File: src/rtl/decimal_string_bounded_parser_unit_assert.svh
// Assertion macros for the parser top level.
`ifndef DECIMAL_STRING_BOUNDED_PARSER_UNIT_ASSERT_SVH
`define DECIMAL_STRING_BOUNDED_PARSER_UNIT_ASSERT_SVH

// Check a property on every clock edge outside reset.
`define DSBP_ASSERT(lbl, prop, msg) \
    lbl: assert property (@(posedge i_clk) disable iff (!i_rst_n) prop) else $error(msg);

// Check a property on every clock edge, reset included.
`define DSBP_ASSERT_ALWAYS(lbl, prop, msg) \
    lbl: assert property (@(posedge i_clk) prop) else $error(msg);

`endif

File: src/rtl/dsbp_pkg.sv
// Types, codes and limit digit table for the bounded decimal parser.
`timescale 1ns / 1ps
`default_nettype none

package dsbp_pkg;

    typedef enum logic [1:0] {
        PH_ENDED = 2'd0,
        PH_FIRST = 2'd1,
        PH_READ  = 2'd2
    } t_phase;

    typedef enum logic [1:0] {
        CMP_EQ = 2'd0,
        CMP_GT = 2'd1,
        CMP_LT = 2'd2
    } t_cmp;

    typedef enum logic [1:0] {
        ST_DIGIT   = 2'd0,
        ST_DONE    = 2'd1,
        ST_REJECT  = 2'd2,
        ST_IGNORED = 2'd3
    } t_status;

    typedef struct packed {
        t_phase      phase;
        t_cmp        cmp;
        logic [3:0]  idx;
        logic [31:0] value;
    } t_parse_state;

    localparam t_parse_state STATE_RESET = '{PH_ENDED, CMP_EQ, 4'd0, 32'd0};
    localparam t_parse_state STATE_START = '{PH_FIRST, CMP_EQ, 4'd0, 32'd0};

    localparam logic [7:0] CHAR_NUL  = 8'd0;
    localparam logic [7:0] CHAR_ZERO = 8'd48;
    localparam logic [7:0] CHAR_NINE = 8'd57;

    localparam logic [3:0] LAST_POS_BIG   = 4'd9;
    localparam logic [3:0] LAST_POS_SMALL = 4'd1;

    localparam logic REG_LIMIT_SELECT = 1'b0;

    // Digit of 4294967295 or 31 at the given position.
    function automatic logic [3:0] lim_digit(input logic sel, input logic [3:0] pos);
        logic [3:0] d;
        if (sel) begin
            d = pos[0] ? 4'd1 : 4'd3;
        end else begin
            unique case (pos)
                4'd0:    d = 4'd4;
                4'd1:    d = 4'd2;
                4'd2:    d = 4'd9;
                4'd3:    d = 4'd4;
                4'd4:    d = 4'd9;
                4'd5:    d = 4'd6;
                4'd6:    d = 4'd7;
                4'd7:    d = 4'd2;
                4'd8:    d = 4'd9;
                4'd9:    d = 4'd5;
                default: d = 4'd0;
            endcase
        end
        return d;
    endfunction

endpackage

`default_nettype wire

File: src/rtl/dsbp_step.sv
// Next-state and status logic for one character of the parser.
`timescale 1ns / 1ps
`default_nettype none

module dsbp_step (
    input  wire dsbp_pkg::t_parse_state i_state,
    input  wire logic [7:0]             i_char,
    input  wire logic                   i_start,
    input  wire logic                   i_limit_sel,
    output dsbp_pkg::t_parse_state      o_state,
    output dsbp_pkg::t_status           o_status,
    output logic [3:0]                  o_pos
);

    dsbp_pkg::t_parse_state st;
    dsbp_pkg::t_cmp         cmp_next;
    logic [7:0]             char_off;
    logic [3:0]             digit;
    logic [3:0]             lim_d;
    logic [3:0]             last_pos;
    logic                   is_digit;
    logic                   in_range;
    logic                   active;

    always_comb begin
        st       = i_start ? dsbp_pkg::STATE_START : i_state;
        char_off = i_char - dsbp_pkg::CHAR_ZERO;
        digit    = char_off[3:0];
        is_digit = (i_char >= dsbp_pkg::CHAR_ZERO) && (i_char <= dsbp_pkg::CHAR_NINE);
        lim_d    = dsbp_pkg::lim_digit(i_limit_sel, st.idx);
        last_pos = i_limit_sel ? dsbp_pkg::LAST_POS_SMALL : dsbp_pkg::LAST_POS_BIG;
        active   = (st.phase == dsbp_pkg::PH_FIRST) || (st.phase == dsbp_pkg::PH_READ);

        cmp_next = st.cmp;
        if (st.idx < last_pos) begin
            in_range = 1'b1;
            if (st.cmp == dsbp_pkg::CMP_EQ) begin
                if (digit > lim_d) begin
                    cmp_next = dsbp_pkg::CMP_GT;
                end else if (digit < lim_d) begin
                    cmp_next = dsbp_pkg::CMP_LT;
                end
            end
        end else if (st.idx == last_pos) begin
            in_range = !((st.cmp == dsbp_pkg::CMP_GT) ||
                         ((st.cmp == dsbp_pkg::CMP_EQ) && (digit > lim_d)));
        end else begin
            in_range = 1'b0;
        end

        o_state = st;
        o_pos   = st.idx;
        if (!active) begin
            o_status = dsbp_pkg::ST_IGNORED;
        end else if (is_digit) begin
            if (((st.phase == dsbp_pkg::PH_FIRST) && (digit == 4'd0)) || !in_range) begin
                o_status      = dsbp_pkg::ST_REJECT;
                o_state.phase = dsbp_pkg::PH_ENDED;
            end else begin
                o_status      = dsbp_pkg::ST_DIGIT;
                o_state.phase = dsbp_pkg::PH_READ;
                o_state.cmp   = cmp_next;
                o_state.idx   = st.idx + 4'd1;
                o_state.value = (st.value << 3) + (st.value << 1) + {28'd0, digit};
            end
        end else if ((i_char == dsbp_pkg::CHAR_NUL) && (st.phase == dsbp_pkg::PH_READ)) begin
            o_status      = dsbp_pkg::ST_DONE;
            o_state.phase = dsbp_pkg::PH_ENDED;
        end else begin
            o_status      = dsbp_pkg::ST_REJECT;
            o_state.phase = dsbp_pkg::PH_ENDED;
        end
    end

endmodule

`default_nettype wire

File: src/rtl/decimal_string_bounded_parser_unit.sv
// Top level of the bounded decimal string parser.
//
//  channel  | direction | handshake            | payload
//  s stream | in        | i_s_tvalid/o_s_tready | tdata char_code, tuser start_number
//  m stream | out       | o_m_tvalid/i_m_tready | tdata value+position, tuser status
//  apb      | in        | psel/penable/pready   | limit_select at address 0
//
// One word per cycle sustained while results are taken; each word passes the input register
// and leaves through the result register.
// The running state is updated by one multiply-by-ten add and a digit compare per word.
// Synchronous active-low reset clears the pipeline, the parse state and limit_select.
// A stalled result holds and the input register still takes one word behind it.
`timescale 1ns / 1ps
`default_nettype none

`include "decimal_string_bounded_parser_unit_assert.svh"

module decimal_string_bounded_parser_unit (
    input  wire logic        i_clk,
    input  wire logic        i_rst_n,
    input  wire logic        i_s_tvalid,
    output logic             o_s_tready,
    input  wire logic [7:0]  i_s_tdata,   // [7:0] char_code
    input  wire logic [0:0]  i_s_tuser,   // [0] start_number
    output logic             o_m_tvalid,
    input  wire logic        i_m_tready,
    output logic [39:0]      o_m_tdata,   // [31:0] value, [35:32] position, zero above
    output logic [1:0]       o_m_tuser,   // [1:0] status
    input  wire logic        psel,
    input  wire logic        penable,
    input  wire logic        pwrite,
    input  wire logic [2:0]  paddr,
    input  wire logic [31:0] pwdata,
    output logic [31:0]      prdata,
    output logic             pready
);

    logic                   r_in_valid;
    logic [7:0]             r_in_char;
    logic                   r_in_start;
    logic                   r_limit_sel;
    dsbp_pkg::t_parse_state r_state;
    logic                   r_out_valid;
    dsbp_pkg::t_status      r_out_status;
    logic [31:0]            r_out_value;
    logic [3:0]             r_out_pos;

    dsbp_pkg::t_parse_state n_state;
    dsbp_pkg::t_status      n_status;
    logic [3:0]             n_pos;
    logic                   advance;
    logic                   cfg_write;
    logic                   took_digit;
    logic                   done_out;

    dsbp_step u_step (
        .i_state     (r_state),
        .i_char      (r_in_char),
        .i_start     (r_in_start),
        .i_limit_sel (r_limit_sel),
        .o_state     (n_state),
        .o_status    (n_status),
        .o_pos       (n_pos)
    );

    assign advance    = r_in_valid && (!r_out_valid || i_m_tready);
    assign o_s_tready = !r_in_valid || advance;
    assign cfg_write  = psel && penable && pwrite && pready;

    assign pready = 1'b1;
    assign prdata = (paddr[2] == dsbp_pkg::REG_LIMIT_SELECT) ? {31'd0, r_limit_sel} : 32'd0;

    assign o_m_tvalid = r_out_valid;
    assign o_m_tdata  = {4'd0, r_out_pos, r_out_value};
    assign o_m_tuser  = r_out_status;

    assign took_digit = advance && (n_status == dsbp_pkg::ST_DIGIT);
    assign done_out   = r_out_valid && (r_out_status == dsbp_pkg::ST_DONE);

    always_ff @(posedge i_clk) begin
        if (!i_rst_n) begin
            r_in_valid  <= 1'b0;
            r_out_valid <= 1'b0;
            r_limit_sel <= 1'b0;
            r_state     <= dsbp_pkg::STATE_RESET;
        end else begin
            if (cfg_write && (paddr[2] == dsbp_pkg::REG_LIMIT_SELECT)) begin
                r_limit_sel <= pwdata[0];
            end
            if (o_s_tready) begin
                r_in_valid <= i_s_tvalid;
            end
            if (advance) begin
                r_state     <= n_state;
                r_out_valid <= 1'b1;
            end else if (i_m_tready) begin
                r_out_valid <= 1'b0;
            end
        end
    end

    always_ff @(posedge i_clk) begin
        if (o_s_tready && i_s_tvalid) begin
            r_in_char  <= i_s_tdata;
            r_in_start <= i_s_tuser[0];
        end
        if (advance) begin
            r_out_status <= n_status;
            r_out_value  <= n_state.value;
            r_out_pos    <= n_pos;
        end
    end

    `DSBP_ASSERT_ALWAYS(a_reset_clears_out, !i_rst_n |=> !r_out_valid, "valid after reset")
    `DSBP_ASSERT(a_stall_hold, (r_in_valid && !advance) |-> !o_s_tready, "stall took input")
    `DSBP_ASSERT(a_digit_rd, took_digit |=> (r_state.phase == dsbp_pkg::PH_READ), "not reading")
    `DSBP_ASSERT(a_done_nonzero, done_out |-> (r_out_value != 32'd0), "zero number done")

endmodule

`default_nettype wire
File: config.mk
export PLATFORM = sky130hd
export DESIGN_NAME = decimal_string_bounded_parser_unit
export DESIGN_NICKNAME = d
export VERILOG_FILES = /design/src/rtl/dsbp_pkg.sv /design/src/rtl/dsbp_step.sv /design/src/rtl/decimal_string_bounded_parser_unit.sv
export VERILOG_INCLUDE_DIRS = /design/src /design/src/rtl
export SDC_FILE = /design/constraint.sdc
export NUM_CORES = 1
export LEC_CHECK = 0
export BUFFER_PORTS_ARGS = -buffer_cell sky130_fd_sc_hd__buf_2
export CAP_MARGIN = 20
export CORE_MARGIN = 2
export CORE_UTILIZATION = 30
export DETAILED_ROUTE_END_ITERATION = 10
export GPL_ROUTABILITY_DRIVEN = 0
export MAX_ROUTING_LAYER = met4
export SETUP_SLACK_MARGIN = 0.02
export SYNTH_ARGS = -nofsm -noshare
export SYNTH_HDL_FRONTEND = slang
export SYNTH_SLANG_ARGS = --single-unit
export TNS_END_PERCENT = 5
File: constraint.sdc
create_clock -name i_clk -period 9.09 [get_ports i_clk]
set_clock_uncertainty 0.05 [all_clocks]
set_input_delay 0.4545 -clock i_clk [delete_from_list [all_inputs] [get_ports i_clk]]
set_output_delay 0.4545 -clock i_clk [all_outputs]
set_load 0.02 [all_outputs]
==> Yosys cells after proc, flatten, opt, wreduce, memory -nomap -nowiden <==
Memory sizes are Yosys's and may differ from the RTL's.
Cells that the tools add are included.
W data, S select, Z words.
{ "word_totals": {"romBits": 64, "mem_count": 1, "inputBits": 51, "register_bits": 90, "output_inout_bits": 77, "word_cells": 70} }
{ "memory_table": {"columns": ["name", "depth", "word_bits", "read_ports", "rd_ports_with_merged_regs", "write_ports", "line_no", "source"], "rows": [
  ["(no name shown)", 16, 4, 1, 0, 0, "dsbp_pkg.sv:51", "unique case (pos)"]
]} }
{ "classes": {"muxes": 21, "n_lt_le_gt_ge": 5, "n_addsub": 4, "eq_ne": 4, "bitwise": 1, "n_reduce_logical": 22} }
{ "op_table": {"columns": ["operator", "n"], "rows": [
  ["$mux W40", 2],
  ["$mux W38", 2],
  ["$add A32 B32 Y32", 1],
  ["$add A32 B4 Y32", 1],
  ["$mux W2", 10],
  ["$logic_and A1 B1 Y1", 9],
  ["$ge A8 B6 Y1 const B", 1],
  ["$le A8 B6 Y1 const B", 1],
  ["$logic_not A8 Y1", 1],
  ["$lt A4 B4 Y1", 2],
  ["$mux W4", 2],
  ["$logic_or A1 B1 Y1", 5],
  ["$mux W1", 5],
  ["$add A4 B1 Y4 const B", 1],
  ["$eq A2 B1 Y1 const B", 2],
  ["$eq A4 B4 Y1", 1],
  ["$gt A4 B4 Y1", 1],
  ["$logic_not A1 Y1", 4],
  ["$logic_not A4 Y1", 1],
  ["$sub A4 B1 Y4 const B", 1],
  ["$eq A2 B2 Y1 const B", 1],
  ["$logic_not A2 Y1", 1],
  ["$reduce_bool A2 Y1", 1],
  ["$not A1 Y1", 1]
]} }

==> Depth between registers and ports, before layout <==
{ "depth": {"word_depth": 14, "ltp_mapped": 18, "depth_no_buf": 15} }

==> Cells and area by module <==
A second synthesis with hierarchy kept.
{ "hier_totals": {"hier_cells": 738, "hier_area_um2": 6805.3} }
{ "by_module_without_submodules": {"columns": ["mod", "seq_area_each_um2", "n_inst", "area_per_inst_um2", "cells_each"], "rows": [
  ["decimal_string_bounded_parser_unit", 2272.2, 1, 3464.6, 274],
  ["dsbp_step", 0.0, 1, 3340.7, 464]
]} }

==> Least setup slack after synthesis <==
Ideal clock, no wire load.
{ "synth_timing": {"path_type": "register to register", "start": "reg r_in_start", "end": "reg r_out_value[30] (data pin)", "n_path_buf": 2, "path_stages_with_launch": 15, "arrival_ps": 3622, "period_less_slack_ps": 3926, "setup_ps": 254, "t_required_ps": 8786, "setup_slack_ps": 5164, "cell_sequence": "edfxtp_1 clkbuf_1 clkbuf_1 nor2b_1 ha_1 ha_1 fa_1 a21o_1 a221oi_1 o211a_1 o31ai_1 a31oi_1 o221ai_1 xnor2_1 a21o_1"} }
{ "synth_lines": {"columns": ["item", "line_no", "source"], "rows": [
  ["from (decl)", "decimal_string_bounded_parser_unit.sv:40", "logic r_in_start;"],
  ["from (signal assigned)", "decimal_string_bounded_parser_unit.sv:105", "r_in_start <= i_s_tuser[0];"],
  ["to (signal assigned)", "decimal_string_bounded_parser_unit.sv:109", "r_out_value <= n_state.value;"],
  ["to (decl)", "decimal_string_bounded_parser_unit.sv:45", "logic [31:0] r_out_value;"]
]} }

==> Worst setup path after layout <==
{ "layout_timing": {"start": "reg r_in_start", "end": "reg r_state[12] (netlist bit)"} }
{ "layout_via": {"elab_chain_len": 14, "elab_cells_between_ends": 25, "cone_classes": "add/sub: 2; order compare: 2; eq/ne: 4; mux: 8; reduce/logical: 8; memory: 1"} }
{ "layout_rtl": {"columns": ["item", "line_no", "source"], "rows": [
  ["$mux W40 (*)", "dsbp_step.sv:26", "st = i_start ? dsbp_pkg::STATE_START : i_state;"],
  ["branches (longest 12 deep; another with $add A32 B32 Y32)", null, null],
  ["$mux W40 (*)", "dsbp_step.sv:53", "if (!active) begin"],
  ["to (signal assigned)", "decimal_string_bounded_parser_unit.sv:85", "r_state <= dsbp_pkg::STATE_RESET;"],
  ["to (signal assigned)", "decimal_string_bounded_parser_unit.sv:94", "r_state <= n_state;"],
  ["to (decl)", "decimal_string_bounded_parser_unit.sv:42", "dsbp_pkg::t_parse_state r_state;"]
]} }
Every way passes the cells marked *.
A chain may end at the register's enable or synchronous reset.

==> results_dict.tcl <==
set metrics [dict create \
    outcome "completed" \
    overflow 0 \
    hold_violations 0 \
    clk_latency_ns 0.35 \
    slew_headroom_pct 32.19 \
    synth.most_common_cell "ha_1" \
    grt_pass1_wl_um 23030 \
    combPwrFrac_pct 7.4 \
    synth-async-reset-ratio_pct 0 \
    dp_slack_ns 4.213 \
    first_iter_violations 331 \
    cts_made_buffers 9 \
    cts_buffer_depth 2 \
    grt_antenna_before_repair 0 \
    max_freq_mhz 204.5 \
    drv_slew 0 \
    critPathCaptureType "flop" \
    seqCellArea_um2 2272 \
    hpwl_um 10040 \
    wirelength_um 14240 \
    syn_inst 678 \
    worst_setup_path_start_kind "flop" \
    synth_top_cells_by_area "edfxtp_1, ha_1, dfxtp_1" \
    clkPwrFrac_pct 43.6 \
    rows 52 \
    leakage_nw 3.087 \
    grt_max_degree 48 \
    powerDensity_nw_per_um2 128.9 \
    synth_seq_area_share_pct 36.25 \
    irDropWorstVdd_mv 0.1059 \
    multiInputGateArea_um2 3628 \
    holdWs_ns 0.2258 \
    critPathMaxStageDelay_ns 0.74 \
    nets 838 \
    grt_usage_pct 13.42 \
    setup_viol 0 \
    post-cts-setup-buffer-count 0 \
    drtAntennaViolNets 0 \
    period_share_pct 53.80 \
    grt_pass1_vias 4637 \
    worstReg2RegStart "r_in_start" \
    fin_util_pct 34.29 \
    synth.cell_area_um2 6269 \
    drcViolationCount 0 \
    p_int_mw 0.6701 \
    final_layout_size_suffix_gt1_share_pct 14.33 \
    die_h_um 148.6 \
    ctsResizeCount 0 \
    criticalPathCategory "flop to flop" \
    clk_pin_slew_ns 0.07 \
    drv_cap 0 \
    area_delta_synth_final_pct 11.40 \
    crit_chain "buf_4 -> inv_1 -> nand2_1 -> ha_1 -> a21oi_1 -> a311o_1 -> ha_1 -> nand2_1 -> o21a_1 -> nor4bb_1 -> nor2_1 -> buf_4 -> o21ai_2 -> buf_4 -> o2bb2ai_1 -> and2_1" \
    diodes 0 \
    fp.dieArea_um2 22070 \
    pin_count 128 \
    htreeDepth 3 \
    min_from "i_s_tdata[4]" \
    hp-class "primary input to flop" \
    required_ns 9.33 \
    crit_family "simple AND/OR/NAND/NOR gates" \
    ys_types 64 \
    cts_hold_buf 0 \
    start_util_pct 30.78 \
    coreArea_um2 20360 \
    cts_root_buf "clkbuf_16" \
    crit_fanout 41 \
    clock_sinks 90 \
    rr_worst_depth 16 \
    worst-path-buf-inv 4 \
    synth_top_area_share_pct 22.51 \
    hold_depth 1 \
    rsz0062_at_grt "no" \
    crit_top_cell "buf_4" \
    synthFlopType "edfxtp_1" \
    cp_data_arrival_time_ns 5.13 \
    swShare_pct 25.56 \
    drtPass1Iterations 4 \
    yosys_register_bits 90 \
    synth_common_cells "ha_1, nand2_1, edfxtp_1, nor2_1, a21oi_1" \
    r2r_slack_ns 4.20 \
    die_w_um 148.6 \
    power_frac_seq_pct 49.0 \
    fill_cells 2084 \
    vias 4886 \
    reg2reg_to "r_state[12]" \
    routedWlPerCell_um 14.40 \
    postSynthAreaPerCell_um2 9.246 \
    cts_tree "done" \
    post_drt_via_cell_ratio 4.940 \
    period_minus_slack_ns 4.891 \
    yosysWarningCount 0 \
    worstMarginPinSlew_ns 1.016 \
    worst_slack_ns 4.199 \
    fin_tns_setup_ns 0 \
    io_buffers 58 \
    slowest_stage "nor4bb_1" \
    synth-edff-count 47 \
    finalPower_mw 0.9002 \
    yosysTopAreaCell "edfxtp_1" \
    power.switching_mw 0.2301 \
    hold_end "r_in_char[4]" \
]
## cell families (layout without fill, tap and decap cells)
kind of cell	after synthesis	count (layout)	synth area share, %
and+or+nand+nor	190	190	14.99
AOI/OAI and AO/OA	180	180	18.98
other	2	36	0.1198
buffers and inverters	99	106	8.144
adders and majority gates	73	73	14.81
xor gates and xnor gates	29	29	4.052
muxes	15	15	2.655
DFF	90	90	36.25
## flip-flops by register name, indices dropped and copies added, names as in the netlist
signal	count
o_m_tuser	2
o_m_tvalid	1
r_in_char	8
r_in_start	1
r_in_valid	1
r_limit_sel	1
r_out_pos	4
r_out_value	32
r_state	40
## placed cells by master (no fill, tap or decap), drive strengths merged, types with 3 or more instances in the layout
cell type and count:
mux2 13, nand2 54, clkbuf 9, a41oi 3, xor2 7, conb 36
a21o 13, nor2b 32, a21oi 46, o311ai 4, dfxtp 43, and3 5
nor2 47, nand3 10, nor3 6, or4 3, o21bai 4, a21boi 3
o31ai 7, nand4 16, buf 63, a2bb2oi 7, a22oi 18, ha 71
nand4b 3, o21a 3, nand2b 3, o21ai 40, edfxtp 47, inv 31
a31oi 10, a211oi 3, xnor2 22
## how the worst max path moves through the flow
stage	from	end	slack, ns	depth (start not counted)
finish	r_in_start	r_state[12]	4.20	16
global route	r_in_start	r_out_value[27]	3.71	15
CTS	r_in_start	r_state[19]	4.18	18
detailed placement	r_in_start	r_state[19]	4.21	18
global placement	r_in_start	r_out_value[14]	4.30	12
floorplan	r_in_start	r_out_value[30]	5.16	14
## stage by stage
step / instances / area (µm²)
after global placement: 972 / 6660
after floorplan: 712 / 6396
after global routing: 989 / 6983
final: 989 / 6983
after detailed placement: 972 / 6660
after CTS: 988 / 6968
## layout make-up
cell class | instances | share of cell area [%]
tap | 270 | 4.838
sequential | 90 | 32.54
multi-input combinational | 523 | 51.96
timing repair buffer | 63 | 4.802
inverter | 27 | 1.451
clock inverter | 7 | 1.183
clock buffer | 9 | 3.225
## power by group through the flow
stage	logic [mW]	registers (mW)	clock network, mW
6_report	0.0665	0.441	0.392
3_5_place_dp	0.0668	0.451	0
4_1_cts	0.0669	0.442	0.402
2_1_floorplan	0.0498	0.458	0
3_3_place_gp	0.0661	0.451	0
5_1_grt	0.0728	0.442	0.421
## layer usage
metal  wire length [µm]  global-route usage (%)  vias up
met4                264                   5.429        0
met3                481                   2.209       20
met1               6821                   17.09     2305
met2               6673                   21.30       91
li1                   -                       -     2470
met5                  0                       -        -
Note: power is estimated with default switching activity, not from simulation.
